--- src/rtl/core/csma_pkg.sv ---
// Shared types and constants for the CSMA-CA backoff controller.
// No dependencies.
package csma_pkg;

    localparam int TICK_COUNTER_WIDTH_DEF = 16;

    localparam int CFG_ADDR_W = 3;
    localparam int CFG_DATA_W = 16;
    localparam int S_TDATA_W  = 16;
    localparam int M_TDATA_W  = 16;

    typedef enum logic [1:0] {
        PH_IDLE     = 2'd0,
        PH_BACKOFF  = 2'd1,
        PH_SAMPLING = 2'd2
    } phase_t;

    typedef enum logic [1:0] {
        FN_TX_REQ  = 2'd0,
        FN_CCA_REQ = 2'd1,
        FN_TICK    = 2'd2,
        FN_CANCEL  = 2'd3
    } func_t;

    typedef enum logic [1:0] {
        OC_CCA_REQ = 2'd0,
        OC_CLEAR   = 2'd1,
        OC_BUSY    = 2'd2,
        OC_CANCEL  = 2'd3
    } outcome_t;

    typedef enum logic [CFG_ADDR_W-1:0] {
        REG_MIN_EXP  = 3'd0,
        REG_MAX_EXP  = 3'd1,
        REG_MAX_RTRY = 3'd2,
        REG_UNIT_SYM = 3'd3,
        REG_SAMP_SYM = 3'd4
    } reg_idx_t;

    typedef struct packed {
        outcome_t   outcome;
        logic [3:0] exponent_now;
        logic [3:0] retry_count;
        logic [1:0] state_now;
    } result_t;

endpackage

--- src/rtl/core/csma_ca_backoff_controller.sv ---
// Unslotted CSMA-CA backoff controller, top level.
// Depends on csma_pkg.
// One transfer is taken per cycle while s_tready is high; its result, if any, is registered into
// the result register, or into the skid stage while the result register is stalled. s_tready
// falls only while both the result register and the skid stage hold results. Backoff delays are
// random units times unit_sym_reg, saturated to the tick counter width.
module csma_ca_backoff_controller
    import csma_pkg::*;
#(
    parameter int TICK_COUNTER_WIDTH = TICK_COUNTER_WIDTH_DEF
) (
    input  logic                  aclk,
    input  logic                  aresetn,
    input  logic                  cfg_we,
    input  logic [CFG_ADDR_W-1:0] cfg_addr,
    input  logic [CFG_DATA_W-1:0] cfg_wdata,
    input  logic                  s_tvalid,
    output logic                  s_tready,
    input  logic [S_TDATA_W-1:0]  s_tdata,   // random_bits[7:0], phy_busy[8], channel_clear[9]
    input  logic [1:0]            s_tuser,   // func[1:0]
    output logic                  m_tvalid,
    input  logic                  m_tready,
    output logic [M_TDATA_W-1:0]  m_tdata,   // state_now[1:0], retry_count[5:2], exponent_now[9:6]
    output logic [1:0]            m_tuser    // outcome[1:0]
);

    localparam int W    = TICK_COUNTER_WIDTH;
    localparam int WIDE = (W > 17) ? W : 17;
    localparam logic [WIDE-1:0] CNT_MAX = WIDE'((64'd1 << W) - 64'd1);

    logic [3:0]  min_exp_reg, max_exp_reg, max_rtry_reg;
    logic [7:0]  unit_sym_reg;
    logic [15:0] samp_sym_reg;

    phase_t      phase_reg, phase_next;
    logic [3:0]  retry_reg, retry_next;
    logic [3:0]  exp_reg, exp_next;
    logic [W-1:0] ticks_reg, ticks_next;

    result_t     out_reg, skid_reg, res_next;
    logic        out_valid_reg, skid_valid_reg;
    logic        has_res;

    func_t       func;
    logic [7:0]  rnd;
    logic        phy_busy, chan_clear;
    logic        accept, out_fire;

    logic [3:0]  busy_rtry;
    logic [4:0]  exp_inc;
    logic [3:0]  busy_exp;
    logic        busy_retry_ok;
    logic [3:0]  bo_exp;
    logic [7:0]  bo_mask;
    logic [8:0]  bo_units;
    logic [16:0] bo_prod;
    logic [WIDE-1:0] bo_wide, samp_wide;
    logic [W-1:0] bo_ticks, samp_ticks;

    assign func       = func_t'(s_tuser);
    assign rnd        = s_tdata[7:0];
    assign phy_busy   = s_tdata[8];
    assign chan_clear = s_tdata[9];

    assign s_tready = !skid_valid_reg;
    assign accept   = s_tvalid && s_tready;
    assign out_fire = out_valid_reg && m_tready;

    assign m_tvalid = out_valid_reg;
    assign m_tuser  = out_reg.outcome;
    assign m_tdata  = {6'd0, out_reg.exponent_now, out_reg.retry_count, out_reg.state_now};

    always_ff @(posedge aclk) begin
        if (!aresetn) begin
            min_exp_reg  <= 4'd3;
            max_exp_reg  <= 4'd5;
            max_rtry_reg <= 4'd4;
            unit_sym_reg <= 8'd20;
            samp_sym_reg <= 16'd8;
        end else if (cfg_we) begin
            case (cfg_addr)
                REG_MIN_EXP:  min_exp_reg  <= cfg_wdata[3:0];
                REG_MAX_EXP:  max_exp_reg  <= cfg_wdata[3:0];
                REG_MAX_RTRY: max_rtry_reg <= cfg_wdata[3:0];
                REG_UNIT_SYM: unit_sym_reg <= cfg_wdata[7:0];
                REG_SAMP_SYM: samp_sym_reg <= cfg_wdata[15:0];
                default: ;
            endcase
        end
    end

    // busy path: retry count, raised exponent
    assign busy_rtry     = (retry_reg == 4'd15) ? retry_reg : retry_reg + 4'd1;
    assign exp_inc       = {1'b0, exp_reg} + 5'd1;
    assign busy_exp      = (exp_inc < {1'b0, max_exp_reg}) ? exp_inc[3:0] : max_exp_reg;
    assign busy_retry_ok = busy_rtry < max_rtry_reg;

    // backoff length from the exponent in force when it starts
    assign bo_exp    = (func == FN_TX_REQ) ? min_exp_reg : busy_exp;
    assign bo_mask   = 8'((16'd1 << bo_exp) - 16'd1);
    assign bo_units  = 9'd1 + {1'b0, rnd & bo_mask};
    assign bo_prod   = {8'd0, bo_units} * {9'd0, unit_sym_reg};
    assign bo_wide   = WIDE'(bo_prod);
    assign samp_wide = WIDE'(samp_sym_reg);
    assign bo_ticks   = W'((bo_wide > CNT_MAX) ? CNT_MAX : bo_wide);
    assign samp_ticks = W'((samp_wide > CNT_MAX) ? CNT_MAX : samp_wide);

    always_comb begin
        phase_next       = phase_reg;
        retry_next       = retry_reg;
        exp_next         = exp_reg;
        ticks_next       = ticks_reg;
        has_res          = 1'b0;
        res_next.outcome = OC_CCA_REQ;
        case (func)
            FN_TX_REQ: begin
                if (phase_reg == PH_IDLE) begin
                    retry_next = 4'd0;
                    exp_next   = min_exp_reg;
                    ticks_next = bo_ticks;
                    phase_next = PH_BACKOFF;
                end
            end
            FN_CCA_REQ: begin
                if (phase_reg == PH_IDLE) begin
                    if (phy_busy) begin
                        retry_next = busy_rtry;
                        exp_next   = busy_exp;
                        if (busy_retry_ok) begin
                            ticks_next = bo_ticks;
                            phase_next = PH_BACKOFF;
                        end else begin
                            ticks_next       = '0;
                            phase_next       = PH_IDLE;
                            has_res          = 1'b1;
                            res_next.outcome = OC_BUSY;
                        end
                    end else begin
                        ticks_next = samp_ticks;
                        phase_next = PH_SAMPLING;
                    end
                end
            end
            FN_TICK: begin
                if (phase_reg != PH_IDLE) begin
                    if (ticks_reg > W'(1)) begin
                        ticks_next = ticks_reg - W'(1);
                    end else begin
                        ticks_next = '0;
                        if (phase_reg == PH_BACKOFF) begin
                            phase_next       = PH_IDLE;
                            has_res          = 1'b1;
                            res_next.outcome = OC_CCA_REQ;
                        end else if (chan_clear) begin
                            phase_next       = PH_IDLE;
                            has_res          = 1'b1;
                            res_next.outcome = OC_CLEAR;
                        end else begin
                            retry_next = busy_rtry;
                            exp_next   = busy_exp;
                            if (busy_retry_ok) begin
                                ticks_next = bo_ticks;
                                phase_next = PH_BACKOFF;
                            end else begin
                                phase_next       = PH_IDLE;
                                has_res          = 1'b1;
                                res_next.outcome = OC_BUSY;
                            end
                        end
                    end
                end
            end
            default: begin
                if (phase_reg != PH_IDLE) begin
                    phase_next       = PH_IDLE;
                    ticks_next       = '0;
                    has_res          = 1'b1;
                    res_next.outcome = OC_CANCEL;
                end
            end
        endcase
        res_next.state_now    = phase_next;
        res_next.retry_count  = retry_next;
        res_next.exponent_now = exp_next;
    end

    always_ff @(posedge aclk) begin
        if (!aresetn) begin
            phase_reg <= PH_IDLE;
            retry_reg <= 4'd0;
            exp_reg   <= 4'd0;
            ticks_reg <= '0;
        end else if (accept) begin
            phase_reg <= phase_next;
            retry_reg <= retry_next;
            exp_reg   <= exp_next;
            ticks_reg <= ticks_next;
        end
    end

    // result register with one skid entry
    always_ff @(posedge aclk) begin
        if (!aresetn) begin
            out_valid_reg  <= 1'b0;
            skid_valid_reg <= 1'b0;
        end else if (skid_valid_reg) begin
            if (out_fire) begin
                out_reg        <= skid_reg;
                skid_valid_reg <= 1'b0;
            end
        end else if (accept && has_res) begin
            if (!out_valid_reg || out_fire) begin
                out_reg       <= res_next;
                out_valid_reg <= 1'b1;
            end else begin
                skid_reg       <= res_next;
                skid_valid_reg <= 1'b1;
            end
        end else if (out_fire) begin
            out_valid_reg <= 1'b0;
        end
    end

    a_skid_behind_out: assert property (@(posedge aclk) disable iff (!aresetn)
        skid_valid_reg |-> out_valid_reg)
        else $error("skid entry held without a result in the output register");

    a_idle_no_ticks: assert property (@(posedge aclk) disable iff (!aresetn)
        (phase_reg == PH_IDLE) |-> (ticks_reg == '0))
        else $error("tick counter running while idle");

    a_stall_to_skid: assert property (@(posedge aclk) disable iff (!aresetn)
        (accept && has_res && out_valid_reg && !m_tready) |=> skid_valid_reg)
        else $error("result lost while output stalled");

    a_retry_no_drop: assert property (@(posedge aclk) disable iff (!aresetn)
        (accept && func != FN_TX_REQ) |=> (retry_reg >= $past(retry_reg)))
        else $error("retry count fell outside a transmit request");

endmodule
--- config.mk ---
export PLATFORM = sky130hd
export DESIGN_NAME = csma_ca_backoff_controller
export DESIGN_NICKNAME = d
export VERILOG_FILES = /design/src/rtl/core/csma_pkg.sv /design/src/rtl/core/csma_ca_backoff_controller.sv
export SDC_FILE = /design/constraint.sdc
export NUM_CORES = 1
export LEC_CHECK = 0
export BUFFER_PORTS_ARGS = -buffer_cell sky130_fd_sc_hd__buf_2
export CAP_MARGIN = 5
export CORE_MARGIN = 10
export CORE_UTILIZATION = 40
export CTS_CLUSTER_DIAMETER = 100
export DETAILED_ROUTE_END_ITERATION = 7
export SLEW_MARGIN = 20
export SYNTH_ARGS = -nofsm -noshare
export SYNTH_HDL_FRONTEND = slang
export SYNTH_SLANG_ARGS = --single-unit
export TNS_END_PERCENT = 1
--- constraint.sdc ---
create_clock -name aclk -period 12.52 [get_ports aclk]
set_input_delay 1.878 -clock aclk [delete_from_list [all_inputs] [get_ports aclk]]
set_output_delay 1.878 -clock aclk [all_outputs]
set_load 0.005 [all_outputs]
; Word level (Yosys, flattened, before mapping)
; Index checks and enable logic that the tools add are counted.
[totals]
ff_bits = 88
input_bits = 42
out_inout_bits = 20
word_cells = 140
[classes]
addsub = 5
multipliers = 1
magnitude_cmp = 5
n_eq_ne = 13
shift = 1
mux = 70
bitwise_logic = 3
n_reduce_logical = 23
[op_table]
columns = operator, count
row1 = $mux 16, 11
row2 = $mux 4, 17
row3 = $mux 12, 4
row4 = $pmux 16 s3, 1
row5 = $mux 2, 14
row6 = $pmux 4 s3, 2
row7 = $mux 1, 18
row8 = $gt 17x16->1 const B, 1
row9 = $mul 9x8->17, 1
row10 = $gt 16x1->1 const B, 1
row11 = $gt 16x16->1 const B, 1
row12 = $sub 16x1->16 const B, 1
row13 = $pmux 2 s3, 2
row14 = $reduce_and 2->1, 5
row15 = $add 1x8->9 const A, 1
row16 = $and 8x8->8, 1
row17 = $reduce_and 4->1, 2
row18 = $reduce_bool 2->1, 4
row19 = $shl 1x4->8 const A, 1
row20 = $sub 8x1->8 const B, 1
row21 = $eq 3x2->1 const B, 2
row22 = $ne 2x1->1 const B, 3
row23 = $add 4x1->5 const B, 1
row24 = $lt 5x4->1, 1
row25 = other kinds (18), 25

; Depth between registers and ports, before layout
[depth]
word_depth = 17
ltp_mapped = 34
depth_no_buf = 33

; Worst setup path before layout
; Ideal clock, no wire load.
[synth_timing]
kind = input-to-reg
start = in s_tuser[1]
end = reg ticks_reg[15]
setup_ns = 0.126
arrival_ns = 8.473
t_required_ns = 12.394
setup_slack_ns = 3.921
path_stages = 26
path_buffers = 0
cell_sequence = or2_1 nand3_1 a21oi_1 or3_1 or3_1 ha_1 or4_4 a2111oi_4 xor2_2 nand2b_1 fa_1 fa_1 inv_1 fa_1 inv_1 fa_1 inv_1 ha_1 o21ai_0 a21oi_1 o31ai_1 a21oi_1 a311o_1 a41o_1 a222oi_1 o21ai_0
[synth_between]
elab_chain_len = 15
word_cells_on_any_way = 25
classes_between = add/sub: 2 / mul: 1 / order compare: 1 / eq/ne: 5 / shift: 1 / mux: 11 / bitwise: 1 / reduce/logical: 3
[synth_rtl]
columns = item, line_no
row1 = "start, declared", csma_ca_backoff_controller.sv:20  ; input logic [1:0] s_tuser,
row2 = $logic_not 2->1, "csma_ca_backoff_controller.sv:99, csma_ca_backoff_controller.sv:115"
row3 = $mux 4, csma_ca_backoff_controller.sv:99  ; assign bo_exp = (func == FN_TX_REQ) ? min_exp_reg : busy_exp;
row4 = $shl 1x4->8, csma_ca_backoff_controller.sv:100  ; assign bo_mask = 8'((16'd1 << bo_exp) - 16'd1);
row5 = $sub 8x1->8, csma_ca_backoff_controller.sv:100
row6 = $and 8x8->8, csma_ca_backoff_controller.sv:101  ; assign bo_units = 9'd1 + {1'b0, rnd & bo_mask};
row7 = $add 1x8->9, csma_ca_backoff_controller.sv:101
row8 = $mul 9x8->17, csma_ca_backoff_controller.sv:102  ; assign bo_prod = {8'd0, bo_units} * {9'd0, unit_sym_reg};
row9 = $gt 17x16->1, csma_ca_backoff_controller.sv:105  ; assign bo_ticks = W'((bo_wide > CNT_MAX) ? CNT_MAX : bo_wide);
row10 = $mux 16, csma_ca_backoff_controller.sv:105
row11 = $mux 16, "csma_ca_backoff_controller.sv:129, csma_ca_backoff_controller.sv:161"
row12 = $mux 16, csma_ca_backoff_controller.sv:154  ; end else if (chan_clear) begin
row13 = $mux 16, csma_ca_backoff_controller.sv:150  ; if (phase_reg == PH_BACKOFF) begin
row14 = $mux 16, csma_ca_backoff_controller.sv:146  ; if (ticks_reg > W'(1)) begin
row15 = $mux 16, csma_ca_backoff_controller.sv:145  ; if (phase_reg != PH_IDLE) begin
row16 = $pmux 16 s3, csma_ca_backoff_controller.sv:115  ; case (func)
row17 = "end signal, assigned", csma_ca_backoff_controller.sv:197  ; ticks_reg <= ticks_next;
row18 = "end, declared", csma_ca_backoff_controller.sv:38  ; logic [W-1:0] ticks_reg, ticks_next;
; Several ways; a longest one is shown, not always the timed one. The select of a mux whose other input is x is not followed.
; A chain may end at the register's enable or synchronous reset.

; Final worst setup path
; Ends and elaborated chain as after synthesis.

==> out/results.ini <==
[status]
outcome=finished clean

[critical_path]
critPathArrivalTime_ps=9710
worstPathRequired_ps=12750
crit_slowest_cell=o31ai_2
critPathCaptureType=flip-flop
cp_max_fo=26
path_delay_family=adder cells
startpoint=s_tuser[1]
max_stage_delay_ps=890
start_kind=primary input
r2r_start=exp_reg[0]
path_class=in2reg
timing.critical_path.buf_inv=6

[place]
dpl_cell_area_um2=8222
numPortBuffers=49
hpwlAfterDp_mm=15.36
place_congestion=0.8551

[worst_hold_path]
hp-start=samp_sym_reg[15]
hp-class=reg2reg

[synth]
synth_common_cells=145 x nand2_1, 79 x inv_1, 64 x dfxtp_1
synth_cell_types=75
synthesis.area_um2=7787
ys_seq_area_share_pct=25.71
synthArstFlopShare_pct=0
yosysMostFrequentCell=nand2_1
ys_ff_latch=88
ys.flop_type=dfxtp_1
synth-edff-count=24
synth_top_area_share_pct=16.45
yosysTopAreaCell=dfxtp_1
synth_area_leaders=dfxtp_1 16%, fa_1 11%, edfxtp_1 9.3%
yosys_warnings=0
synth_cells=951
synth.avg_cell_area_um2=8.189

[clocking]
postCtsHoldBufs=0
root_buffer=clkbuf_16
numCtsBuffers=9
max-clock-path-buffers=2
h-tree-depth=3
clock_latency_ps=350
clk_pin_slew_ps=70
tritoncts=built
cts_setup_buffers=0
clock-sinks=88
ctsResizeCount=0

[sta]
fmax_mhz=105.4
hold_violations=0
setup_viol=0
slew_viol_final=0
tightest_slew_ps=1008
finalCritPeriodShare_pct=75.77
rsz0062_at_grt=no
skew_ps=7.717
fin_tns_setup_ps=0
fin_crit_ps=9487
max_slew_margin_pct=32.39

[detailed_routing]
drtAntennaViolNets=0
firstDrtPassIters=5
num_vias=6838
drt_iter0_drc=452
drcViolationCount=0
routed_via_density=5.523
post_drt_wl_per_cell_um=16.73
routed_wl_mm=20.71

[power_and_ir_drop]
ir_drop_uv=65.87
p_leak_nw=3.729
power_density_nw_per_um2=106.1
combPwrFrac_pct=34.7
seqPwrFrac_pct=35.2
netSwitchingPower_mw=0.3401
clockPowerShare_pct=30.1
fin_total_pwr_mw=0.9047
p_int_mw=0.5646
p_sw_share_pct=37.59

[layout]
drive_gt1_share_pct=11.36
final_area_um2=8523
postLayoutCoreUtil_pct=44.96
area_growth_syn_to_layout_pct=9.447
fin_nets=1105

[floorplanning]
io_pins=62
fp.coreArea_um2=18960
die_area_um2=25450
die_w_um=159.5
initial_core_util_pct=41.08
fp-row-count=50
die_y_um=159.5

[global_route]
antenna_found_initial=1
grt_pass1_wl_mm=34.56
grt_overflow=0
grt_max_degree=39
grt_pass1_vias=6687
track_usage_pct=16.17

[flow_run]
drv_cap=0

[path summary, 6_finish.rpt]
kind / endpoint / slack, ps / cells after the start
setup / recovery: ticks_reg[15] / 3030 / 26
setup reg to reg: ticks_reg[15] / 3650 / 29
hold reg to reg: samp_sym_reg[15] / 460 / 2
hold / removal: samp_sym_reg[15] / 460 / 2
[worst reg2reg max path: cells and delay by family, from the launching register on]
kind / cells / cell delay, ps
AOI/OAI and AO/OA: 8 / 2510
buffers and inverters: 5 / 450
DFF: 1 / 480
adders and majority gates: 8 / 3220
and+or+nand+nor: 5 / 980
xor gates and xnor gates: 3 / 1100
[power groups by stage]
| stage | combinational, mW | sequential (mW) | clock, mW |
|---|---|---|---|
| floorplan | 0.241 | 0.318 | 0 |
| global placement | 0.310 | 0.324 | 0 |
| detailed placement | 0.315 | 0.325 | 0 |
| CTS | 0.317 | 0.318 | 0.276 |
| global route | 0.361 | 0.320 | 0.286 |
| finish | 0.314 | 0.318 | 0.272 |
[kinds of logic after synthesis]
kind of cell | share of synthesized area (%)
flops | 25.71
fa+ha+maj | 18.67
compound gates | 19.33
simple gates | 21.08
other cells | 0.04815
buf+inv | 6.732
mux | 4.756
xor+xnor | 3.679
[layout make-up]
class,count,area (um2)
well taps,260,325.3
diodes,1,2.502
repair buffers,57,305.3
multi-input cells,736,5289
flip-flops and latches,88,2002
clock inverters,7,73.82
clock buffers,9,225.2
inverters,80,300.3
fillers,1934,10430
[layout by cell type (no fill, tap or decap), types with 5 or more instances in the layout]
cell and instances:
xor2_1 19, a31oi_1 8, nor2b_1 22, buf_4 8
nand2b_1 10, o211ai_1 8, mux2_2 15, nand3_1 29
inv_1 79, o21a_1 6, clkbuf_16 9, a21oi_1 59
and2_1 36, xnor2_1 10, a21o_1 7, buf_2 49
nor3_1 17, and3_1 5, o31ai_1 5, o21ai_0 61
nand2_1 145, a221oi_1 18, fa_1 42, edfxtp_1 24
mux2i_1 19, ha_1 49, a21boi_0 7, nor2_1 55
dfxtp_1 64, conb_1 6
[metrics by stage]
| step | setup WS [ps] | hold WS (ps) | cells |
|---|---|---|---|
| finish | 3033 | 463.8 | 1238 |
| floorplan | 3921 | 436.0 | 956 |
| global placement | 2823 | 450.7 | 1221 |
| global route | 2509 | 493.2 | 1238 |
| CTS | 3131 | 459.9 | 1237 |
| detailed placement | 2772 | 450.3 | 1221 |
[per-layer routing]
metal  global-route usage (%)  part of all wire [%]  routed length [um]  vias up
met2                    27.55                    49               10070      154
met1                    20.77                    46                9500     3338
met3                    2.427                   3.7                 774       24
met5                        0                     0                   0        -
li1                         -                     -                   -     3322
met4                    4.297                   1.8                 363        0
Power figures use the tool's default switching activity.
